File: src/hw/rtl/mrp_ram.sv
// ----------------------------------------------------------------------------
// mrp_ram
// generic one-write one-read memory with registered read data
// ----------------------------------------------------------------------------
module mrp_ram #(
  parameter int unsigned WIDTH = 56,
  parameter int unsigned DEPTH = 64
) (
  input  logic                     clk_i,
  input  logic                     we_i,
  input  logic [$clog2(DEPTH)-1:0] waddr_i,
  input  logic [WIDTH-1:0]         wdata_i,
  input  logic [$clog2(DEPTH)-1:0] raddr_i,
  output logic [WIDTH-1:0]         rdata_o
);

  logic [WIDTH-1:0] mem_q [DEPTH];
  logic [WIDTH-1:0] rdata_q;

  always_ff @(posedge clk_i) begin
    if (we_i) begin
      mem_q[waddr_i] <= wdata_i;
    end
    rdata_q <= mem_q[raddr_i];
  end

  assign rdata_o = rdata_q;

endmodule

File: config.mk
export PLATFORM = sky130hd
export DESIGN_NAME = mrp_ram
export DESIGN_NICKNAME = d
export VERILOG_FILES = /design/src/hw/rtl/mrp_ram.sv
export SDC_FILE = /design/constraint.sdc
export NUM_CORES = 2
export LEC_CHECK = 0
export BUFFER_PORTS_ARGS = -buffer_cell sky130_fd_sc_hd__buf_4
export CORE_ASPECT_RATIO = 0.8
export CORE_UTILIZATION = 45
export CTS_BUF_LIST = sky130_fd_sc_hd__clkbuf_2 sky130_fd_sc_hd__clkbuf_4 sky130_fd_sc_hd__clkbuf_8
export CTS_CLUSTER_SIZE = 10
export DETAILED_ROUTE_END_ITERATION = 8
export PLACE_DENSITY_LB_ADDON = 0.12
export SYNTH_ARGS = -nofsm -noshare
export SYNTH_HDL_FRONTEND = slang
export SYNTH_SLANG_ARGS = --single-unit
File: constraint.sdc
create_clock -name clk_i -period 9.2 [get_ports clk_i]
set_clock_uncertainty 0.05 [all_clocks]
set_input_delay 2.3 -clock clk_i [delete_from_list [all_inputs] [get_ports clk_i]]
set_output_delay 2.3 -clock clk_i [all_outputs]
set_load 0.005 [all_outputs]
==> flow_summary.yaml <==
power:
  pwr-share-seq: 0.555
  comb_power_share: 0.048
  power.share.switching: 0.222
  leakage_nw: 48.0
  clkPwrFrac: 0.396
  vdd_ir_drop_max_v: 0.000171
  powerDensity_mw_per_mm2: 216
  intPower_mw: 25.9
  switchingPower_mw: 7.37
floorplanning:
  die_y_um: 495
  core_mm2: 0.302
  design.die.area_mm2: 0.307
  io_pins: 126
  start_util: 0.454
  rows: 180
  die_width_um: 619
global_routing:
  grt_pass1_vias: 68044
  antenna_found_initial: 25
  grt_overflow: 0
  grt_pass1_wl_mm: 551
  grt_use_total: 0.261
  grt_max_degree: 97
logic_synthesis:
  synth_top_area_frac: 0.786
  synth-seq-cells: 3640
  ys_warn_count: 0
  yosysTopAreaCell: "edfxtp_1"
  async_reset_ff_frac: 0
  postSynthCellCount: 5949
  netlist_top_cells_count: "edfxtp_1 (3,584), mux4_2 (803), o22ai_1 (252), mux2i_1 (217), clkbuf_1 (122)"
  ys.flop_type: "edfxtp_1"
  yosys-top-cells-area: "edfxtp_1 (79%), mux4_2 (13%), mux2i_1 (1.6%)"
  yosysUniqueCellTypes: 47
  synth_area_mm2: 0.137
  yosys.cell_count.top_type: "edfxtp_1"
  synth-seq-area-share: 0.794
  avgSynthCellArea_um2: 23.0
  syn_nets: 6019
  synth-edff-count: 3584
sta:
  setup_violations: 0
  tns_ns: 0
  rsz0062_at_grt: "no"
  final_max_slew_viol_count: 0
  slew_headroom: 0.150
  timing.final.crit_period_ns: 5.31
  fin_crit_sh: 0.577
  worst_slew_pin_slew_ns: 1.27
  clock.fmax_ghz: 0.188
  hold_viol: 0
clock_tree:
  clock_latency_ns: 1.04
  cts_setup_buffers: 0
  clk_path_buf_depth: 4
  clock-sinks: 3640
  ctsResizeCount: 0
  htree_levels: 6
  cts_tree: "built"
  cts-root-buf: "clkbuf_8"
  clkTransAtPathRegs_ns: 0.06
  ctsHoldBuffers: 0
  numCtsBuffers: 569
route:
  wire_per_inst_um: 36.8
  vias_per_cell: 6.26
  finalWirelength_mm: 401
  drc: 0
  vias: 68240
  firstDrtPassIters: 6
  dr.first_iter.drc_count: 8319
  ant_nets: 0
place:
  dpl.hpwl_mm: 216
  place_area_mm2: 0.143
  gp_congestion: 0.781
  portBuffers: 125
setup_path:
  cp-end-kind: "register"
  r2r_slack_ns: 6.51
  worstPathMaxFanout: 30
  required_ns: 10.12
  critPathArrivalTime_ns: 6.24
  crit_type: "in -> reg"
  crit_start: "raddr_i[4]"
  regToRegStartpoint: "mem_q[21][5]$_DFFE_PP_"
  start_kind: "input port"
  reg2reg_depth: 5
  crit_path_end: "rdata_o[43]$_DFF_P_"
  r2r_end: "rdata_o[5]$_DFF_P_"
finish:
  post-route-cell-area_mm2: 0.154
  drive_gt1_frac: 0.306
  multi_input_area_mm2: 0.0269
  nets: 6547
  areaGrowthSynthToFinish_pct: 12.4
  fin_util: 0.510
  regArea_mm2: 0.109
  fillers: 23758
worst_hold_path:
  min_path_type: "reg -> reg"
outcome:
  status: "finished clean"
job:
  drv_cap: 0
how the worst min path moves through the flow:
stage / startpoint / cells after the start / end / slack, ns
after detailed placement: mem_q[36][19]$_DFFE_PP_ / 5 / rdata_o[19]$_DFF_P_ / 0.75
final: mem_q[36][19]$_DFFE_PP_ / 5 / rdata_o[19]$_DFF_P_ / 0.75
after global routing: mem_q[58][3]$_DFFE_PP_ / 4 / rdata_o[3]$_DFF_P_ / 0.81
after CTS: mem_q[36][19]$_DFFE_PP_ / 5 / rdata_o[19]$_DFF_P_ / 0.76
after global placement: mem_q[46][28]$_DFFE_PP_ / 4 / rdata_o[28]$_DFF_P_ / 0.74
after floorplan: mem_q[46][50]$_DFFE_PP_ / 4 / rdata_o[50]$_DFF_P_ / 0.65
metrics by stage:
step / worst slack [ns] / hold slack, ns / power [mW] / std cells
after CTS: 3.97 / 0.756 / 33.5 / 10896
after global routing: 3.99 / 0.808 / 34.3 / 10900
after detailed placement: 2.83 / 0.752 / 20.4 / 9909
final: 3.89 / 0.753 / 33.2 / 10904
after global placement: 2.86 / 0.739 / 20.4 / 9908
after floorplan: 2.00 / 0.649 / 19.6 / 5949
final cells by class:
class,count,share of cell area
clock buffer,802,0.0636
sequential,3640,0.706
clock inverter,185,0.00616
inverter,1,0.0000569
tap,4004,0.0325
antenna,7,0.000114
timing repair buffer,299,0.0166
multi-input combinational,1966,0.175
cell usage in the layout (no fill, tap or decap), drive strengths merged, types with 35 or more instances in the layout:
cell / netlist / routed
mux4: 803 / 803
buf: 219 / 299
clkinv: 0 / 160
o21ai: 59 / 59
mux2i: 217 / 217
nand2: 75 / 75
nor2: 89 / 89
o221ai: 57 / 57
clkbuf: 123 / 802
o22ai: 252 / 252
edfxtp: 3584 / 3584
dfxtp: 56 / 56
a22oi: 73 / 73
nor4: 35 / 35
a211oi: 37 / 37
critical path, stage by stage:
cell     delay [ns]
buf_4          0.49
buf_4          0.70
nor2_1         0.11
nand2_2        0.60
buf_4          0.52
o22ai_1        0.16
nor4_1         1.02
o21a_1         0.21
metal layers:
layer / vias up / global-route usage / routed length (um)
li1: 26707 / - / -
met1: 37527 / 0.384 / 170000
met2: 3387 / 0.400 / 186000
met3: 611 / 0.0473 / 33700
met4: 8 / 0.0768 / 11700
met5: - / 0 / 54
power by group through the flow:
| stage | combinational [mW] | sequential, mW | clock [mW] |
|---|---|---|---|
| floorplan | 0.862 | 18.7 | 0 |
| global placement | 1.61 | 18.8 | 0 |
| detailed placement | 1.62 | 18.8 | 0 |
| CTS | 1.63 | 18.5 | 13.4 |
| global route | 1.70 | 18.4 | 14.1 |
| finish | 1.61 | 18.5 | 13.2 |
sequential cells by signal (all words and copies together) (netlist names):
signal	flops
mem_q	3584
rdata_o	56
logic make-up (layout without fill, tap and decap cells):
group / count (synthesis) / in the layout / share of synthesized area
DFF: 3640 / 3640 / 0.794
muxes: 1051 / 1051 / 0.150
AOI/OAI and AO/OA: 591 / 591 / 0.0299
buffers and inverters: 343 / 1287 / 0.0141
and+or+nand+nor: 324 / 324 / 0.0117
other: 0 / 7 / 0
Power figures use the tool's default switching activity.
