$ cat src/hw/rtl/mrp_pkg.sv
// ----------------------------------------------------------------------------
// mrp_pkg
// shared types and codes of the maxrects rectangle packer
// ----------------------------------------------------------------------------
package mrp_pkg;

  localparam int unsigned FieldDimBits = 14;
  localparam int unsigned CfgIdxBits   = 2;

  // configuration register indexes
  localparam logic [CfgIdxBits-1:0] CFG_BIN_WIDTH    = 2'd0;
  localparam logic [CfgIdxBits-1:0] CFG_BIN_HEIGHT   = 2'd1;
  localparam logic [CfgIdxBits-1:0] CFG_MULTIPLE_BINS = 2'd2;

  typedef enum logic [2:0] {
    ST_PLACED    = 3'd0,
    ST_NEW_BIN   = 3'd1,
    ST_NO_ROOM   = 3'd2,
    ST_SKIPPED   = 3'd3,
    ST_TOO_LARGE = 3'd4,
    ST_OVERFLOW  = 3'd5
  } status_e;

  typedef struct packed {
    logic [FieldDimBits-1:0] rect_width;
    logic [FieldDimBits-1:0] rect_height;
    logic                    end_of_batch;
  } in_word_t;

  typedef struct packed {
    logic [12:0] pos_x;
    logic [12:0] pos_y;
    logic [15:0] bin_index;
    logic [2:0]  status;
    logic [23:0] placed_count;
  } out_word_t;

  // results of the shared geometry unit
  typedef struct packed {
    logic       overlap;
    logic       contains;
    logic [3:0] piece_mask;
  } geom_flags_t;

endpackage

$ cat src/hw/rtl/mrp_geom.sv
// ----------------------------------------------------------------------------
// mrp_geom
// shared rectangle compare unit: overlap, containment and split pieces
// ----------------------------------------------------------------------------
module mrp_geom #(
  parameter int unsigned COORD_BITS = 14
) (
  input  logic [4*COORD_BITS-1:0]       a_i,
  input  logic [4*COORD_BITS-1:0]       b_i,
  output mrp_pkg::geom_flags_t          flags_o,
  output logic [3:0][4*COORD_BITS-1:0]  pieces_o
);

  typedef struct packed {
    logic [COORD_BITS-1:0] x;
    logic [COORD_BITS-1:0] y;
    logic [COORD_BITS-1:0] w;
    logic [COORD_BITS-1:0] h;
  } box_t;

  box_t a, b;
  logic [COORD_BITS:0] ax, ay, bx, by, ar, ab, br, bb;
  logic ov_x, ov_y;

  assign a  = a_i;
  assign b  = b_i;
  assign ax = {1'b0, a.x};
  assign ay = {1'b0, a.y};
  assign bx = {1'b0, b.x};
  assign by = {1'b0, b.y};
  assign ar = ax + {1'b0, a.w};
  assign ab = ay + {1'b0, a.h};
  assign br = bx + {1'b0, b.w};
  assign bb = by + {1'b0, b.h};

  assign ov_x = (bx < ar) && (br > ax);
  assign ov_y = (by < ab) && (bb > ay);

  assign flags_o.overlap  = ov_x && ov_y;
  // b lies inside a
  assign flags_o.contains = (bx >= ax) && (br <= ar) && (by >= ay) && (bb <= ab);

  // pieces in push order: below, above, left, right
  assign flags_o.piece_mask[0] = ov_x && (bb < ab);
  assign flags_o.piece_mask[1] = ov_x && (by > ay) && (by < ab);
  assign flags_o.piece_mask[2] = ov_y && (bx > ax) && (bx < ar);
  assign flags_o.piece_mask[3] = ov_y && (br < ar);

  assign pieces_o[0] = {a.x, COORD_BITS'(bb), a.w, COORD_BITS'(ab - bb)};
  assign pieces_o[1] = {a.x, a.y, a.w, COORD_BITS'(by - ay)};
  assign pieces_o[2] = {a.x, a.y, COORD_BITS'(bx - ax), a.h};
  assign pieces_o[3] = {COORD_BITS'(br), a.y, COORD_BITS'(ar - br), a.h};

endmodule

$ cat config.mk
export PLATFORM = sky130hd
export DESIGN_NAME = mrp_geom
export DESIGN_NICKNAME = d
export VERILOG_FILES = /design/src/hw/rtl/mrp_pkg.sv /design/src/hw/rtl/mrp_geom.sv
export SDC_FILE = /design/constraint.sdc
export NUM_CORES = 1
export LEC_CHECK = 0
export BUFFER_PORTS_ARGS = -buffer_cell sky130_fd_sc_hd__buf_2
export CORE_AREA = 2 2 134 136
export DETAILED_ROUTE_END_ITERATION = 8
export DIE_AREA = 0 0 136 138
export GPL_ROUTABILITY_DRIVEN = 0
export PLACE_DENSITY = 0.82
export SLEW_MARGIN = 40
export SYNTH_ARGS = -nofsm -noshare
export SYNTH_HDL_FRONTEND = slang
export SYNTH_SLANG_ARGS = --single-unit
$ cat constraint.sdc
create_clock -name vclk -period 14.2
set_input_delay 2.13 -clock vclk [all_inputs]
set_output_delay 2.13 -clock vclk [all_outputs]
set_load 0.005 [all_outputs]
==> results.py <==
metrics = {
    "run_status": {
        "status": "completed",
    },
    "timing": {
        "layout_setup_ws_ns": 5.40,
        "rsz0062_at_grt": "no",
        "final_hold_viol_count": 0,
        "slew_headroom": 0.502,
        "finalCriticalPeriod_ns": 8.80,
        "report.final.setup_viol": 0,
        "max_freq_mhz": 114,
        "worst_pin_slew_ns": 0.746,
        "fin_crit_sh": 0.620,
        "slew_violations": 0,
        "setup_tns_ns": 0,
    },
    "power": {
        "p_comb_frac": 1.000,
        "p_int_w": 0.000327,
        "clkPwrFrac": 0,
        "p_leak_nw": 4.79,
        "seqPwrFrac": 0,
        "p_sw_frac": 0.559,
        "irDropWorstVdd_uv": 48.4,
        "power.density_nw_per_um2": 84.6,
        "p_sw_w": 0.000414,
    },
    "route": {
        "firstDrtPassIters": 5,
        "avgRoutedWirePerCell_um": 16.4,
        "routed_wl_um": 24500,
        "drc": 0,
        "postRouteAntennaNets": 0,
        "via_per_inst": 5.55,
        "dr.first_iter.drc_count": 366,
        "via_count": 8252,
    },
    "hold_path": {
        "worstHoldStart": "a_i[5]",
        "hold_depth": 2,
        "holdPathEnd": "pieces_o[173]",
        "hp-class": "in2out",
    },
    "placement": {
        "dpl.hpwl_um": 21700,
        "portBuffers": 342,
        "pre_cts_ws_ns": 5.54,
    },
    "global_routing": {
        "use_met2": 0.494,
        "grt_pass1_vias": 7899,
        "grt_use_met1": 0.255,
        "busiest_layer": "met2",
        "grt_usage": 0.243,
        "antenna_found_initial": 0,
        "gr-usage-met3": 0.0161,
        "grt_pass1_wl_um": 37500,
        "grt_max_degree": 8,
        "grt.overflow.total": 0,
    },
    "synth": {
        "syn_area_per_cell_um2": 7.43,
        "ys_seq_area_frac": 0,
        "synth_fp_nets": 1348,
        "syn-cell-area_um2": 7860,
        "yosys_warnings": 0,
        "syn_inst": 1058,
        "ys_types": 76,
    },
    "worst_setup_path": {
        "worstSetupPathType": "in2out",
        "critPathMaxFanout": 6,
        "slowest_stage": "or4_1",
        "max_stage_delay_ns": 0.53,
        "worst_ep_arrival_time_ns": 6.67,
        "crit_chain": "buf_2, ha_1, fa_1, a211o_1, nand2_1, nand2_1, xor2_1, inv_1, ha_1, or4_1, a21oi_1, o21ai_1, a31oi_1, nor4b_1, nor4_1, o32ai_1, and3_1, a211o_1, nor4b_1, buf_2",
        "required_ns": 12.07,
        "start_kind": "input port",
        "end_kind": "output pin",
    },
    "finish": {
        "antennaDiodeCount": 0,
        "seq_cell_count": 0,
        "fill_cells": 1703,
        "multi_input_area_um2": 6340,
        "seq_area_um2": 0,
        "drive_gt1_frac": 0.290,
        "nets": 1550,
        "nClkBuffers": 0,
        "final_cell_mix": "buf_2 (342), ha_1 (170), inv_1 (114)",
        "syn2layout_area_growth_pct": 11.5,
        "final_common_cell": "buf_2",
    },
    "clock_network": {
        "hold_buffers": 0,
        "cts_setup_buffers": 0,
        "ctsResizeCount": 0,
    },
    "floorplan": {
        "die_w_um": 136,
        "dieArea_um2": 18800,
        "initial_utilization": 0.448,
        "core_area_um2": 17500,
        "num_io_pins": 342,
        "rows": 49,
        "die_h_um": 138,
    },
    "job": {
        "drv_cap": 0,
    },
}
logic make-up (layout without fill, tap and decap cells):
| family | Yosys count | count (layout) | share of synthesized area |
|---|---|---|---|
| compound gates | 284 | 284 | 0.242 |
| xor+xnor | 90 | 90 | 0.106 |
| fa+ha+maj | 189 | 189 | 0.305 |
| buf+inv | 256 | 456 | 0.194 |
| simple gates | 239 | 239 | 0.152 |
worst max path at each step:
| stage | depth (start not counted) | end | slack [ns] | start |
|---|---|---|---|---|
| finish | 20 | flags_o[1] | 5.40 | a_i[42] |
| floorplan | 18 | flags_o[1] | 6.29 | a_i[14] |
| global route | 20 | flags_o[1] | 5.23 | a_i[42] |
| global placement | 20 | flags_o[1] | 5.62 | a_i[42] |
| CTS | 20 | flags_o[1] | 5.52 | a_i[42] |
| detailed placement | 20 | flags_o[1] | 5.54 | a_i[42] |
cell usage after synthesis, types with 12 or more instances:
cell	count	area (um2)
o21ai_0	51	255
buf_4	140	1050
xor2_1	26	228
nor2_1	69	259
o21ai_1	12	60.1
a21o_1	25	188
nor3_1	15	75.1
nor2b_1	21	131
nand3_1	20	100
xnor2_1	59	517
a211oi_1	18	135
nand2_1	45	169
nand4_1	14	87.6
a21oi_1	72	360
inv_1	114	428
nand2b_1	15	93.8
o21a_1	16	120
ha_1	170	2130
worst max-delay path: cells and delay by family:
family | cells | cell delay [ns]
xor gates and xnor gates | 1 | 0.18
adders and majority gates | 3 | 0.89
buffers and inverters | 3 | 0.41
AOI/OAI and AO/OA | 6 | 1.35
and+or+nand+nor | 7 | 1.69
cell type report:
| class | count | share of cell area |
|---|---|---|
| tap | 229 | 0.0327 |
| inverter | 114 | 0.0488 |
| multi-input combinational | 802 | 0.723 |
| timing repair buffer | 342 | 0.195 |
through the flow:
| step | utilization | cell area, um2 | total power [W] | instances | hold WS, ns |
|---|---|---|---|---|---|
| 3_5_place_dp | 0.500 | 8760 | 0.000735 | 1487 | 4.46 |
| 5_1_grt | 0.500 | 8760 | 0.000823 | 1487 | 4.47 |
| 2_1_floorplan | - | 7860 | 0.000503 | 1058 | 4.34 |
| 4_1_cts | 0.500 | 8760 | 0.000739 | 1487 | 4.46 |
| 6_report | 0.500 | 8760 | 0.000741 | 1487 | 4.46 |
| 3_3_place_gp | 0.500 | 8760 | 0.000720 | 1487 | 4.46 |
layer usage:
metal / part of all wire / routed length (um)
met1: 0.37 / 9080
met2: 0.53 / 12900
met3: 0.064 / 1560
met4: 0.038 / 940
met5: 0 / 0
power groups by stage:
| stage | logic [W] | clock network (W) | registers [W] |
|---|---|---|---|
| after global placement | 0.000720 | 0 | 0 |
| final | 0.000741 | 0 | 0 |
| after detailed placement | 0.000735 | 0 | 0 |
| after global routing | 0.000823 | 0 | 0 |
| after floorplan | 0.000503 | 0 | 0 |
| after CTS | 0.000739 | 0 | 0 |
Power figures use the tool's default switching activity.
